### src/hdl/atree_pkg.sv
`default_nettype none

package atree_pkg;

  // fixed field widths of the stream items
  localparam int unsigned DATA_W   = 32;
  localparam int unsigned IDX_W    = 6;
  localparam int unsigned ORDER_W  = 2;
  localparam int unsigned CHILD_W  = 8;

  // walk stack
  localparam int unsigned STACK_SLOTS = 64;
  localparam int unsigned SLOT_W      = $clog2(STACK_SLOTS);
  localparam int unsigned SP_W        = $clog2(STACK_SLOTS + 1);

  // defaults for the top level parameters
  localparam int unsigned DEF_CAPACITY    = 64;
  localparam int unsigned DEF_VALUE_WIDTH = 32;

  localparam logic ACT_APPEND   = 1'b0;
  localparam logic ACT_TRAVERSE = 1'b1;

  typedef enum logic [ORDER_W-1:0] {
    ORD_PRE  = 2'd0,
    ORD_IN   = 2'd1,
    ORD_POST = 2'd2
  } atree_order_e;

  typedef enum logic [3:0] {
    ST_IDLE,
    ST_PRE_POP,
    ST_PRE_NODE,
    ST_PRE_LEFT,
    ST_IN_DESC,
    ST_IN_NODE,
    ST_IN_EMIT,
    ST_POST_POP,
    ST_POST_NODE,
    ST_POST_RIGHT,
    ST_POST_LEFT,
    ST_POST_EMIT,
    ST_FINISH
  } atree_state_e;

  // one stack slot: node index plus a flag that marks a node whose
  // children were already expanded (postorder)
  typedef struct packed {
    logic             post;
    logic [IDX_W-1:0] idx;
  } atree_entry_t;

  typedef struct packed {
    logic              we;
    logic [SLOT_W-1:0] waddr;
    atree_entry_t      wdata;
    logic              re;
    logic [SLOT_W-1:0] raddr;
  } atree_stack_req_t;

  typedef struct packed {
    logic            idle;
    logic            pend_valid;
    logic [SP_W-1:0] sp;
  } atree_status_t;

endpackage

`default_nettype wire

### src/hdl/atree_node_mem.sv
`default_nettype none

module atree_node_mem #(
  parameter int unsigned DEPTH = atree_pkg::DEF_CAPACITY,
  parameter int unsigned WIDTH = atree_pkg::DEF_VALUE_WIDTH,
  localparam int unsigned AW   = (DEPTH > 1) ? $clog2(DEPTH) : 1
) (
  input  wire logic             clk_i,
  input  wire logic             we_i,
  input  wire logic [AW-1:0]    waddr_i,
  input  wire logic [WIDTH-1:0] wdata_i,
  input  wire logic             re_i,
  input  wire logic [AW-1:0]    raddr_i,
  output logic      [WIDTH-1:0] rdata_o
);

  logic [WIDTH-1:0] mem [DEPTH];
  logic [WIDTH-1:0] rdata_q;

  always_ff @(posedge clk_i) begin
    if (we_i) begin
      mem[waddr_i] <= wdata_i;
    end
    if (re_i) begin
      rdata_q <= mem[raddr_i];
    end
  end

  assign rdata_o = rdata_q;

endmodule

`default_nettype wire

### src/hdl/atree_stack_mem.sv
`default_nettype none

module atree_stack_mem (
  input  wire logic                        clk_i,
  input  wire atree_pkg::atree_stack_req_t req_i,
  output atree_pkg::atree_entry_t          rdata_o
);

  atree_pkg::atree_entry_t mem [atree_pkg::STACK_SLOTS];
  atree_pkg::atree_entry_t rdata_q;

  always_ff @(posedge clk_i) begin
    if (req_i.we) begin
      mem[req_i.waddr] <= req_i.wdata;
    end
    if (req_i.re) begin
      rdata_q <= mem[req_i.raddr];
    end
  end

  assign rdata_o = rdata_q;

endmodule

`default_nettype wire

### src/hdl/atree_walker.sv
`default_nettype none

module atree_walker #(
  parameter int unsigned CAPACITY    = atree_pkg::DEF_CAPACITY,
  parameter int unsigned VALUE_WIDTH = atree_pkg::DEF_VALUE_WIDTH,
  localparam int unsigned AW         = (CAPACITY > 1) ? $clog2(CAPACITY) : 1,
  localparam int unsigned CW         = $clog2(CAPACITY + 1)
) (
  input  wire logic                              clk_i,
  input  wire logic                              rst_ni,
  // input items
  input  wire logic                              in_valid_i,
  output logic                                   in_ready_o,
  input  wire logic                              in_action_i,
  input  wire logic [atree_pkg::DATA_W-1:0]      in_value_i,
  input  wire logic [atree_pkg::ORDER_W-1:0]     in_order_i,
  input  wire logic [atree_pkg::IDX_W-1:0]       in_start_i,
  // results
  output logic                                   out_valid_o,
  input  wire logic                              out_ready_i,
  output logic      [atree_pkg::DATA_W-1:0]      out_value_o,
  output logic      [atree_pkg::IDX_W-1:0]       out_index_o,
  output logic                                   out_last_o,
  // node value memory
  output logic                                   node_we_o,
  output logic      [AW-1:0]                     node_waddr_o,
  output logic      [VALUE_WIDTH-1:0]            node_wdata_o,
  output logic                                   node_re_o,
  output logic      [AW-1:0]                     node_raddr_o,
  input  wire logic [VALUE_WIDTH-1:0]            node_rdata_i,
  // walk stack memory
  output atree_pkg::atree_stack_req_t            stack_req_o,
  input  wire atree_pkg::atree_entry_t           stack_rdata_i,
  output atree_pkg::atree_status_t               status_o
);

  localparam int unsigned SP_W    = atree_pkg::SP_W;
  localparam int unsigned CHILD_W = atree_pkg::CHILD_W;
  localparam int unsigned IDX_W   = atree_pkg::IDX_W;
  localparam int unsigned DATA_W  = atree_pkg::DATA_W;

  atree_pkg::atree_state_e state_q, state_d;
  logic [CW-1:0]      count_q, count_d;
  logic [SP_W-1:0]    sp_q, sp_d;
  logic [CHILD_W-1:0] idx_q, idx_d;
  logic [IDX_W-1:0]   cur_q, cur_d;

  logic               pend_valid_q;
  logic [IDX_W-1:0]   pend_index_q;
  logic [DATA_W-1:0]  pend_value_q;
  logic               out_valid_q;
  logic [DATA_W-1:0]  out_value_q;
  logic [IDX_W-1:0]   out_index_q;
  logic               out_last_q;

  logic [SP_W-1:0]    sp_m1;
  logic [CHILD_W-1:0] count_ext;
  logic [CHILD_W-1:0] start_ext;
  logic [CHILD_W-1:0] rd_right, cur_left, cur_right;
  logic               out_free, ok_emit, do_emit, do_final;
  logic [VALUE_WIDTH+DATA_W-1:0] in_wide, node_wide;
  logic [DATA_W-1:0]  node_value;

  atree_pkg::atree_stack_req_t stack_req;

  assign sp_m1     = sp_q - SP_W'(1);
  assign count_ext = CHILD_W'(count_q);
  assign start_ext = CHILD_W'(in_start_i);

  // heap children: 2i+1 and 2i+2
  assign rd_right  = {1'b0, stack_rdata_i.idx, 1'b0} + CHILD_W'(2);
  assign cur_left  = {1'b0, cur_q, 1'b1};
  assign cur_right = {1'b0, cur_q, 1'b0} + CHILD_W'(2);

  // values are kept in VALUE_WIDTH bits and come back as their low 32 bits
  assign in_wide    = {{VALUE_WIDTH{1'b0}}, in_value_i};
  assign node_wide  = {{DATA_W{1'b0}}, node_rdata_i};
  assign node_value = node_wide[DATA_W-1:0];

  assign out_free = !out_valid_q || out_ready_i;
  // the previous node can only move on once the output register frees up
  assign ok_emit  = !pend_valid_q || out_free;

  assign in_ready_o   = (state_q == atree_pkg::ST_IDLE);
  assign node_waddr_o = count_q[AW-1:0];
  assign node_wdata_o = in_wide[VALUE_WIDTH-1:0];
  assign node_raddr_o = stack_rdata_i.idx[AW-1:0];

  always_comb begin
    state_d   = state_q;
    count_d   = count_q;
    sp_d      = sp_q;
    idx_d     = idx_q;
    cur_d     = cur_q;
    node_we_o = 1'b0;
    node_re_o = 1'b0;
    do_emit   = 1'b0;
    do_final  = 1'b0;
    stack_req       = '0;
    stack_req.waddr = sp_q[atree_pkg::SLOT_W-1:0];
    stack_req.raddr = sp_m1[atree_pkg::SLOT_W-1:0];

    case (state_q)
      atree_pkg::ST_IDLE: begin
        if (in_valid_i) begin
          if (in_action_i == atree_pkg::ACT_APPEND) begin
            if (count_q < CW'(CAPACITY)) begin
              node_we_o = 1'b1;
              count_d   = count_q + CW'(1);
            end
          end else if (start_ext < count_ext) begin
            case (in_order_i)
              atree_pkg::ORD_PRE: begin
                stack_req.we    = 1'b1;
                stack_req.wdata = '{post: 1'b0, idx: in_start_i};
                sp_d            = SP_W'(1);
                state_d         = atree_pkg::ST_PRE_POP;
              end
              atree_pkg::ORD_POST: begin
                stack_req.we    = 1'b1;
                stack_req.wdata = '{post: 1'b0, idx: in_start_i};
                sp_d            = SP_W'(1);
                state_d         = atree_pkg::ST_POST_POP;
              end
              atree_pkg::ORD_IN: begin
                idx_d   = start_ext;
                sp_d    = '0;
                state_d = atree_pkg::ST_IN_DESC;
              end
              default: ;
            endcase
          end
        end
      end

      // preorder: pop, read value and push right, then push left and emit
      atree_pkg::ST_PRE_POP: begin
        if (sp_q == '0) begin
          state_d = atree_pkg::ST_FINISH;
        end else begin
          stack_req.re = 1'b1;
          sp_d         = sp_m1;
          state_d      = atree_pkg::ST_PRE_NODE;
        end
      end
      atree_pkg::ST_PRE_NODE: begin
        cur_d     = stack_rdata_i.idx;
        node_re_o = 1'b1;
        if (rd_right < count_ext) begin
          stack_req.we    = 1'b1;
          stack_req.wdata = '{post: 1'b0, idx: rd_right[IDX_W-1:0]};
          sp_d            = sp_q + SP_W'(1);
        end
        state_d = atree_pkg::ST_PRE_LEFT;
      end
      atree_pkg::ST_PRE_LEFT: begin
        if (ok_emit) begin
          do_emit = 1'b1;
          if (cur_left < count_ext) begin
            stack_req.we    = 1'b1;
            stack_req.wdata = '{post: 1'b0, idx: cur_left[IDX_W-1:0]};
            sp_d            = sp_q + SP_W'(1);
          end
          state_d = atree_pkg::ST_PRE_POP;
        end
      end

      // inorder: descend left pushing each node, pop, emit, step right
      atree_pkg::ST_IN_DESC: begin
        if (idx_q < count_ext) begin
          stack_req.we    = 1'b1;
          stack_req.wdata = '{post: 1'b0, idx: idx_q[IDX_W-1:0]};
          sp_d            = sp_q + SP_W'(1);
          idx_d           = {idx_q[CHILD_W-2:0], 1'b1};
        end else if (sp_q != '0) begin
          stack_req.re = 1'b1;
          sp_d         = sp_m1;
          state_d      = atree_pkg::ST_IN_NODE;
        end else begin
          state_d = atree_pkg::ST_FINISH;
        end
      end
      atree_pkg::ST_IN_NODE: begin
        cur_d     = stack_rdata_i.idx;
        node_re_o = 1'b1;
        state_d   = atree_pkg::ST_IN_EMIT;
      end
      atree_pkg::ST_IN_EMIT: begin
        if (ok_emit) begin
          do_emit = 1'b1;
          idx_d   = cur_right;
          state_d = atree_pkg::ST_IN_DESC;
        end
      end

      // postorder: a fresh node goes back flagged under its right and left
      // children; a flagged node is emitted when it comes up again
      atree_pkg::ST_POST_POP: begin
        if (sp_q == '0) begin
          state_d = atree_pkg::ST_FINISH;
        end else begin
          stack_req.re = 1'b1;
          sp_d         = sp_m1;
          state_d      = atree_pkg::ST_POST_NODE;
        end
      end
      atree_pkg::ST_POST_NODE: begin
        cur_d = stack_rdata_i.idx;
        if (stack_rdata_i.post) begin
          node_re_o = 1'b1;
          state_d   = atree_pkg::ST_POST_EMIT;
        end else begin
          stack_req.we    = 1'b1;
          stack_req.wdata = '{post: 1'b1, idx: stack_rdata_i.idx};
          sp_d            = sp_q + SP_W'(1);
          state_d         = atree_pkg::ST_POST_RIGHT;
        end
      end
      atree_pkg::ST_POST_RIGHT: begin
        if (cur_right < count_ext) begin
          stack_req.we    = 1'b1;
          stack_req.wdata = '{post: 1'b0, idx: cur_right[IDX_W-1:0]};
          sp_d            = sp_q + SP_W'(1);
        end
        state_d = atree_pkg::ST_POST_LEFT;
      end
      atree_pkg::ST_POST_LEFT: begin
        if (cur_left < count_ext) begin
          stack_req.we    = 1'b1;
          stack_req.wdata = '{post: 1'b0, idx: cur_left[IDX_W-1:0]};
          sp_d            = sp_q + SP_W'(1);
        end
        state_d = atree_pkg::ST_POST_POP;
      end
      atree_pkg::ST_POST_EMIT: begin
        if (ok_emit) begin
          do_emit = 1'b1;
          state_d = atree_pkg::ST_POST_POP;
        end
      end

      // the held node is the final one of the walk
      atree_pkg::ST_FINISH: begin
        if (!pend_valid_q) begin
          state_d = atree_pkg::ST_IDLE;
        end else if (out_free) begin
          do_final = 1'b1;
          state_d  = atree_pkg::ST_IDLE;
        end
      end

      default: begin
        state_d = atree_pkg::ST_IDLE;
      end
    endcase
  end

  assign stack_req_o = stack_req;

  always_ff @(posedge clk_i or negedge rst_ni) begin
    if (!rst_ni) begin
      state_q      <= atree_pkg::ST_IDLE;
      count_q      <= '0;
      sp_q         <= '0;
      pend_valid_q <= 1'b0;
      out_valid_q  <= 1'b0;
    end else begin
      state_q <= state_d;
      count_q <= count_d;
      sp_q    <= sp_d;
      if (do_emit) begin
        pend_valid_q <= 1'b1;
      end else if (do_final) begin
        pend_valid_q <= 1'b0;
      end
      if ((do_emit && pend_valid_q) || do_final) begin
        out_valid_q <= 1'b1;
      end else if (out_ready_i) begin
        out_valid_q <= 1'b0;
      end
    end
  end

  always_ff @(posedge clk_i) begin
    idx_q <= idx_d;
    cur_q <= cur_d;
    if (do_emit) begin
      pend_index_q <= cur_q;
      pend_value_q <= node_value;
    end
    if ((do_emit && pend_valid_q) || do_final) begin
      out_value_q <= pend_value_q;
      out_index_q <= pend_index_q;
      out_last_q  <= do_final;
    end
  end

  assign out_valid_o = out_valid_q;
  assign out_value_o = out_value_q;
  assign out_index_o = out_index_q;
  assign out_last_o  = out_last_q;

  assign status_o.idle       = (state_q == atree_pkg::ST_IDLE);
  assign status_o.pend_valid = pend_valid_q;
  assign status_o.sp         = sp_q;

endmodule

`default_nettype wire

### src/hdl/array_tree_traversal.sv
// channel   dir  tdata (low bit up)                            tuser      tlast
// s_axis    in   value[31:0] order[33:32] start_index[39:34]   action     -
// m_axis    out  node_value[31:0] node_index[37:32] zeros      -          last
//
// traversal: the walk stack memory (one push or pop a cycle) and the registered
// value read set the pace of each node in preorder, inorder and postorder.
// reset clears node count, stack pointer and the output register; the value
// and stack memories are not cleared. each node is held one step so the final
// one can carry tlast; the walk halts while m_axis stalls.
`default_nettype none

module array_tree_traversal #(
  parameter int unsigned CAPACITY    = atree_pkg::DEF_CAPACITY,
  parameter int unsigned VALUE_WIDTH = atree_pkg::DEF_VALUE_WIDTH
) (
  input  wire logic        clk_i,
  input  wire logic        rst_ni,
  input  wire logic        s_axis_tvalid,
  output logic             s_axis_tready,
  input  wire logic [39:0] s_axis_tdata,  // value[31:0], order[33:32], start_index[39:34]
  input  wire logic [0:0]  s_axis_tuser,  // action[0]
  output logic             m_axis_tvalid,
  input  wire logic        m_axis_tready,
  output logic      [39:0] m_axis_tdata,  // node_value[31:0], node_index[37:32], zero[39:38]
  output logic             m_axis_tlast   // last
);

  localparam int unsigned AW = (CAPACITY > 1) ? $clog2(CAPACITY) : 1;

  logic                               node_we, node_re;
  logic [AW-1:0]                      node_waddr, node_raddr;
  logic [VALUE_WIDTH-1:0]             node_wdata, node_rdata;
  atree_pkg::atree_stack_req_t        stack_req;
  atree_pkg::atree_entry_t            stack_rdata;
  atree_pkg::atree_status_t           status;
  logic [atree_pkg::DATA_W-1:0]       out_value;
  logic [atree_pkg::IDX_W-1:0]        out_index;

  atree_node_mem #(
    .DEPTH (CAPACITY),
    .WIDTH (VALUE_WIDTH)
  ) u_node_mem (
    .clk_i   (clk_i),
    .we_i    (node_we),
    .waddr_i (node_waddr),
    .wdata_i (node_wdata),
    .re_i    (node_re),
    .raddr_i (node_raddr),
    .rdata_o (node_rdata)
  );

  atree_stack_mem u_stack_mem (
    .clk_i   (clk_i),
    .req_i   (stack_req),
    .rdata_o (stack_rdata)
  );

  atree_walker #(
    .CAPACITY    (CAPACITY),
    .VALUE_WIDTH (VALUE_WIDTH)
  ) u_walker (
    .clk_i         (clk_i),
    .rst_ni        (rst_ni),
    .in_valid_i    (s_axis_tvalid),
    .in_ready_o    (s_axis_tready),
    .in_action_i   (s_axis_tuser[0]),
    .in_value_i    (s_axis_tdata[31:0]),
    .in_order_i    (s_axis_tdata[33:32]),
    .in_start_i    (s_axis_tdata[39:34]),
    .out_valid_o   (m_axis_tvalid),
    .out_ready_i   (m_axis_tready),
    .out_value_o   (out_value),
    .out_index_o   (out_index),
    .out_last_o    (m_axis_tlast),
    .node_we_o     (node_we),
    .node_waddr_o  (node_waddr),
    .node_wdata_o  (node_wdata),
    .node_re_o     (node_re),
    .node_raddr_o  (node_raddr),
    .node_rdata_i  (node_rdata),
    .stack_req_o   (stack_req),
    .stack_rdata_i (stack_rdata),
    .status_o      (status)
  );

  assign m_axis_tdata = {2'b00, out_index, out_value};

  // no node may be held over once the walk is back in idle
  a_idle_no_pending: assert property (@(posedge clk_i) disable iff (!rst_ni)
    status.idle |-> !status.pend_valid)
    else $error("node held while idle");

  // every walk leaves the stack empty
  a_idle_stack_empty: assert property (@(posedge clk_i) disable iff (!rst_ni)
    status.idle |-> (status.sp == '0))
    else $error("walk stack not empty in idle");

  // the stack never runs past its slots
  a_stack_bound: assert property (@(posedge clk_i) disable iff (!rst_ni)
    status.sp <= atree_pkg::SP_W'(atree_pkg::STACK_SLOTS))
    else $error("walk stack overflow");

  // a new item is only taken once the previous walk has handed over its last node
  a_accept_clean: assert property (@(posedge clk_i) disable iff (!rst_ni)
    (s_axis_tvalid && s_axis_tready) |-> (!status.pend_valid && status.idle))
    else $error("item taken during a walk");

endmodule

`default_nettype wire

### config.mk
export PLATFORM = sky130hd
export DESIGN_NAME = array_tree_traversal
export DESIGN_NICKNAME = d
export VERILOG_FILES = /design/src/hdl/atree_pkg.sv /design/src/hdl/atree_node_mem.sv /design/src/hdl/atree_stack_mem.sv /design/src/hdl/atree_walker.sv /design/src/hdl/array_tree_traversal.sv
export SDC_FILE = /design/constraint.sdc
export NUM_CORES = 2
export LEC_CHECK = 0
export ABC_CLOCK_PERIOD_IN_PS = 4930
export BUFFER_PORTS_ARGS = -buffer_cell sky130_fd_sc_hd__buf_2
export CAP_MARGIN = 20
export CELL_PAD_IN_SITES_DETAIL_PLACEMENT = 0
export CELL_PAD_IN_SITES_GLOBAL_PLACEMENT = 1
export CORE_AREA = 2 2 453 455
export DETAILED_ROUTE_END_ITERATION = 7
export DIE_AREA = 0 0 455 457
export MAX_ROUTING_LAYER = met4
export PLACE_DENSITY_LB_ADDON = 0.1
export SLEW_MARGIN = 20
export SYNTH_ARGS = -nofsm -noshare
export SYNTH_HDL_FRONTEND = slang
export SYNTH_HIERARCHICAL = 1
export SYNTH_SLANG_ARGS = --single-unit
### constraint.sdc
create_clock -name clk_i -period 4.93 [get_ports clk_i]
set_clock_uncertainty 0.1 [all_clocks]
set_input_delay 0.493 -clock clk_i [delete_from_list [all_inputs] [get_ports clk_i]]
set_output_delay 0.493 -clock clk_i [all_outputs]
set_load 0.01 [all_outputs]
==> impl_metrics.json <==
{
  "outcome": "complete, but fails checks",
  "violated_checks": "hold timing",
  "path_buf_inv": 2,
  "report.final.setup_viol": 0,
  "cts_tree": "done",
  "worst_hold_path_type": "primary input to flip-flop",
  "met3_wirelength_um": 17100,
  "met2RoutedLength_um": 129000,
  "postLayoutCellArea_um2": 117000,
  "post_route_cells_drive_above_1_share_pct": 25.5,
  "pwr-share-clk_pct": 30.2,
  "final.setup.tns_ns": 0,
  "timing_hold_violations_final": 6,
  "internal_power_mw": 46.1,
  "fin_crit_sh_pct": 94.8,
  "place.gp.congestion": 0.838,
  "seq_power_share_pct": 39.9,
  "post-route-min-period_ns": 4.68,
  "grt_start_max_net_pins": 105,
  "critical_path.endpoint_type": "flip-flop",
  "report.final.slew_viol_count": 0,
  "grt_overflow": 0,
  "timing.critical_path.arrival_ns": 5.12,
  "vias_per_cell": 6.28,
  "post-route-util_pct": 57.5,
  "cts.htree.levels": 5,
  "max_freq_mhz": 214,
  "leakage_nw": 37.2,
  "sum_of_routed_wire_segments_on_met1_um": 112000,
  "worstSetupPathType": "flip-flop to flip-flop",
  "synthCells": 4847,
  "area_growth_pct": 13.4,
  "count_of_unresolved_drc_violations_after_routing": 0,
  "grt_first_pass_wirelength_um": 377000,
  "antenna_left": 0,
  "maxCapViolations": 0,
  "top_level_ports": 88,
  "slowest_delay_ns": 0.51,
  "clk_pin_slew_ns": 0.06,
  "cts.path.max_buffers": 4,
  "power.density_nw_per_um2": 573,
  "switching_share_pct": 31.3,
  "grt_pass1_vias": 51009,
  "wl_um": 264000,
  "die_area_um2": 208000,
  "tightestPinTransition_ns": 1.15,
  "timing.critical_path.fanout_max": 8,
  "core-area_um2": 203000,
  "grt_antenna_before_repair": 9,
  "rows": 166,
  "initial_core_util_pct": 50.7,
  "yosysWarnings": 6,
  "cts_made_buffers": 289,
  "power.combinational.fraction_pct": 29.8,
  "chipWidth_um": 455,
  "clkLatencyLatePin_ns": 0.94,
  "placedInstanceArea_um2": 108000,
  "grt_use_total_pct": 26.3,
  "worst_path_max_delay_cell": "sky130_fd_sc_hd__edfxtp_1",
  "rsz_0062_raised_after_global_routing": "false",
  "slew_headroom_pct": 22.3,
  "critical_path_startpoint_category": "flip-flop",
  "highest-signal-layer": "met4",
  "design.final.nets": 5249,
  "die_h_um": 457,
  "hold_slack_ns": -0.0105,
  "synthesis.area_um2": 103000,
  "hpwl_um": 148000,
  "drt-pass1-iter-count": 5,
  "drt_first_iter_violations": 5506,
  "numPortBuffers": 85,
  "clock-root-buffer": "sky130_fd_sc_hd__clkbuf_16",
  "numClockSinks": 2646,
  "power_switching_mw": 20.9,
  "path_delay_family": "simple AND/OR/NAND/NOR gates",
  "crit_path_cell_trace": "ha_1 -> nand3_1 -> xnor2_1 -> ha_1 -> a21o_1 -> a32o_1 -> or4_1 -> inv_1 -> nor3_1 -> nand2_1 -> nor2b_1 -> nand2_1 -> buf_4 -> nor2_1",
  "routed_wire_length_per_instance_um": 32.8,
  "synth_area_per_cell_um2": 21.3,
  "route.vias.total": 50601,
  "cp_data_required_time_ns": 5.38,
  "irDropWorstVdd_v": 0.000500
}
[power groups by stage]
stage	sequential, mW	clock, mW	combinational [mW]
finish	26.8	20.3	20.0
global placement	27.3	0	20.1
floorplan	27.1	0	13.5
global route	26.8	21.5	21.2
CTS	26.8	20.6	20.2
detailed placement	27.3	0	20.1
[layer usage]
| layer | vias up | track usage [%] |
|---|---|---|
| met4 | 0 | 6.57 |
| met5 | - | - |
| met3 | 386 | 3.95 |
| met2 | 1917 | 40.8 |
| li1 | 20999 | - |
| met1 | 27299 | 37.1 |
[worst paths after layout]
check                                          from                      end  slack, ns  cells after the start
min in group asynchronous                    rst_ni         u_walker/sp_q[6]       0.41                      3
hold / removal                      s_axis_tdata[0]    u_node_mem/mem[20][0]      -0.01                      1
setup / recovery                  u_walker/cur_q[0]   u_stack_mem/mem[10][3]       0.25                     14
max in group asynchronous                    rst_ni         u_walker/sp_q[3]       3.99                      4
setup reg to reg                  u_walker/cur_q[0]   u_stack_mem/mem[10][3]       0.25                     14
hold reg to reg            u_walker/pend_value_q[9]  u_walker/out_value_o[9]       0.32                      0
[flip-flops by register name (all words and copies together) (netlist names)]
signal                 flops
u_node_mem/mem          2048
u_node_mem/rdata_o        32
u_stack_mem/mem          448
u_stack_mem/rdata_o        7
u_walker/count_q           7
u_walker/cur_q             6
u_walker/idx_q             8
u_walker/out_index_o       6
u_walker/out_last_o        1
u_walker/out_valid_o       1
u_walker/out_value_o      32
u_walker/pend_index_q      6
u_walker/pend_valid_q      1
u_walker/pend_value_q     32
u_walker/sp_q              7
u_walker/state_q           4
[layout by cell type (no fill, tap or decap), drive strengths merged, types with 69 or more instances in the layout]
cell type	count
edfxtp	2626
mux4	558
clkbuf	366
buf	325
mux2i	210
nor2	182
a22oi	140
clkinv	84
nand2	81
nand3	76
o21ai	69
[final cells by class]
class,count,area (µm²)
multi-input combinational,1862,22200
clock buffer,366,7660
antenna,7,17.5
sequential,2646,79400
clock inverter,118,1050
fill,14806,86400
inverter,33,131
tap,2688,3360
timing repair buffer,335,3090
[metrics by stage]
| step | setup slack, ns | total power, mW | std cells |
|---|---|---|---|
| 6_report | 0.255 | 67.0 | 8055 |
| 5_1_grt | 0.00644 | 69.6 | 8051 |
| 4_1_cts | 0.133 | 67.6 | 8048 |
| 3_5_place_dp | 0.167 | 47.4 | 7553 |
| 3_3_place_gp | 0.307 | 47.3 | 7552 |
| 2_1_floorplan | 0.0595 | 40.6 | 4848 |
[repair_timing]
item / 4_1_cts / 5_1_grt
setup buffers: 0 / 0
gates resized for setup: 0 / 10
hold endpoints to repair: 32 / 0
endpoints found under the setup margin: 0 / 63
hold buffers: 11 / 0
No activity file was read; power rests on OpenSTA's default activity.
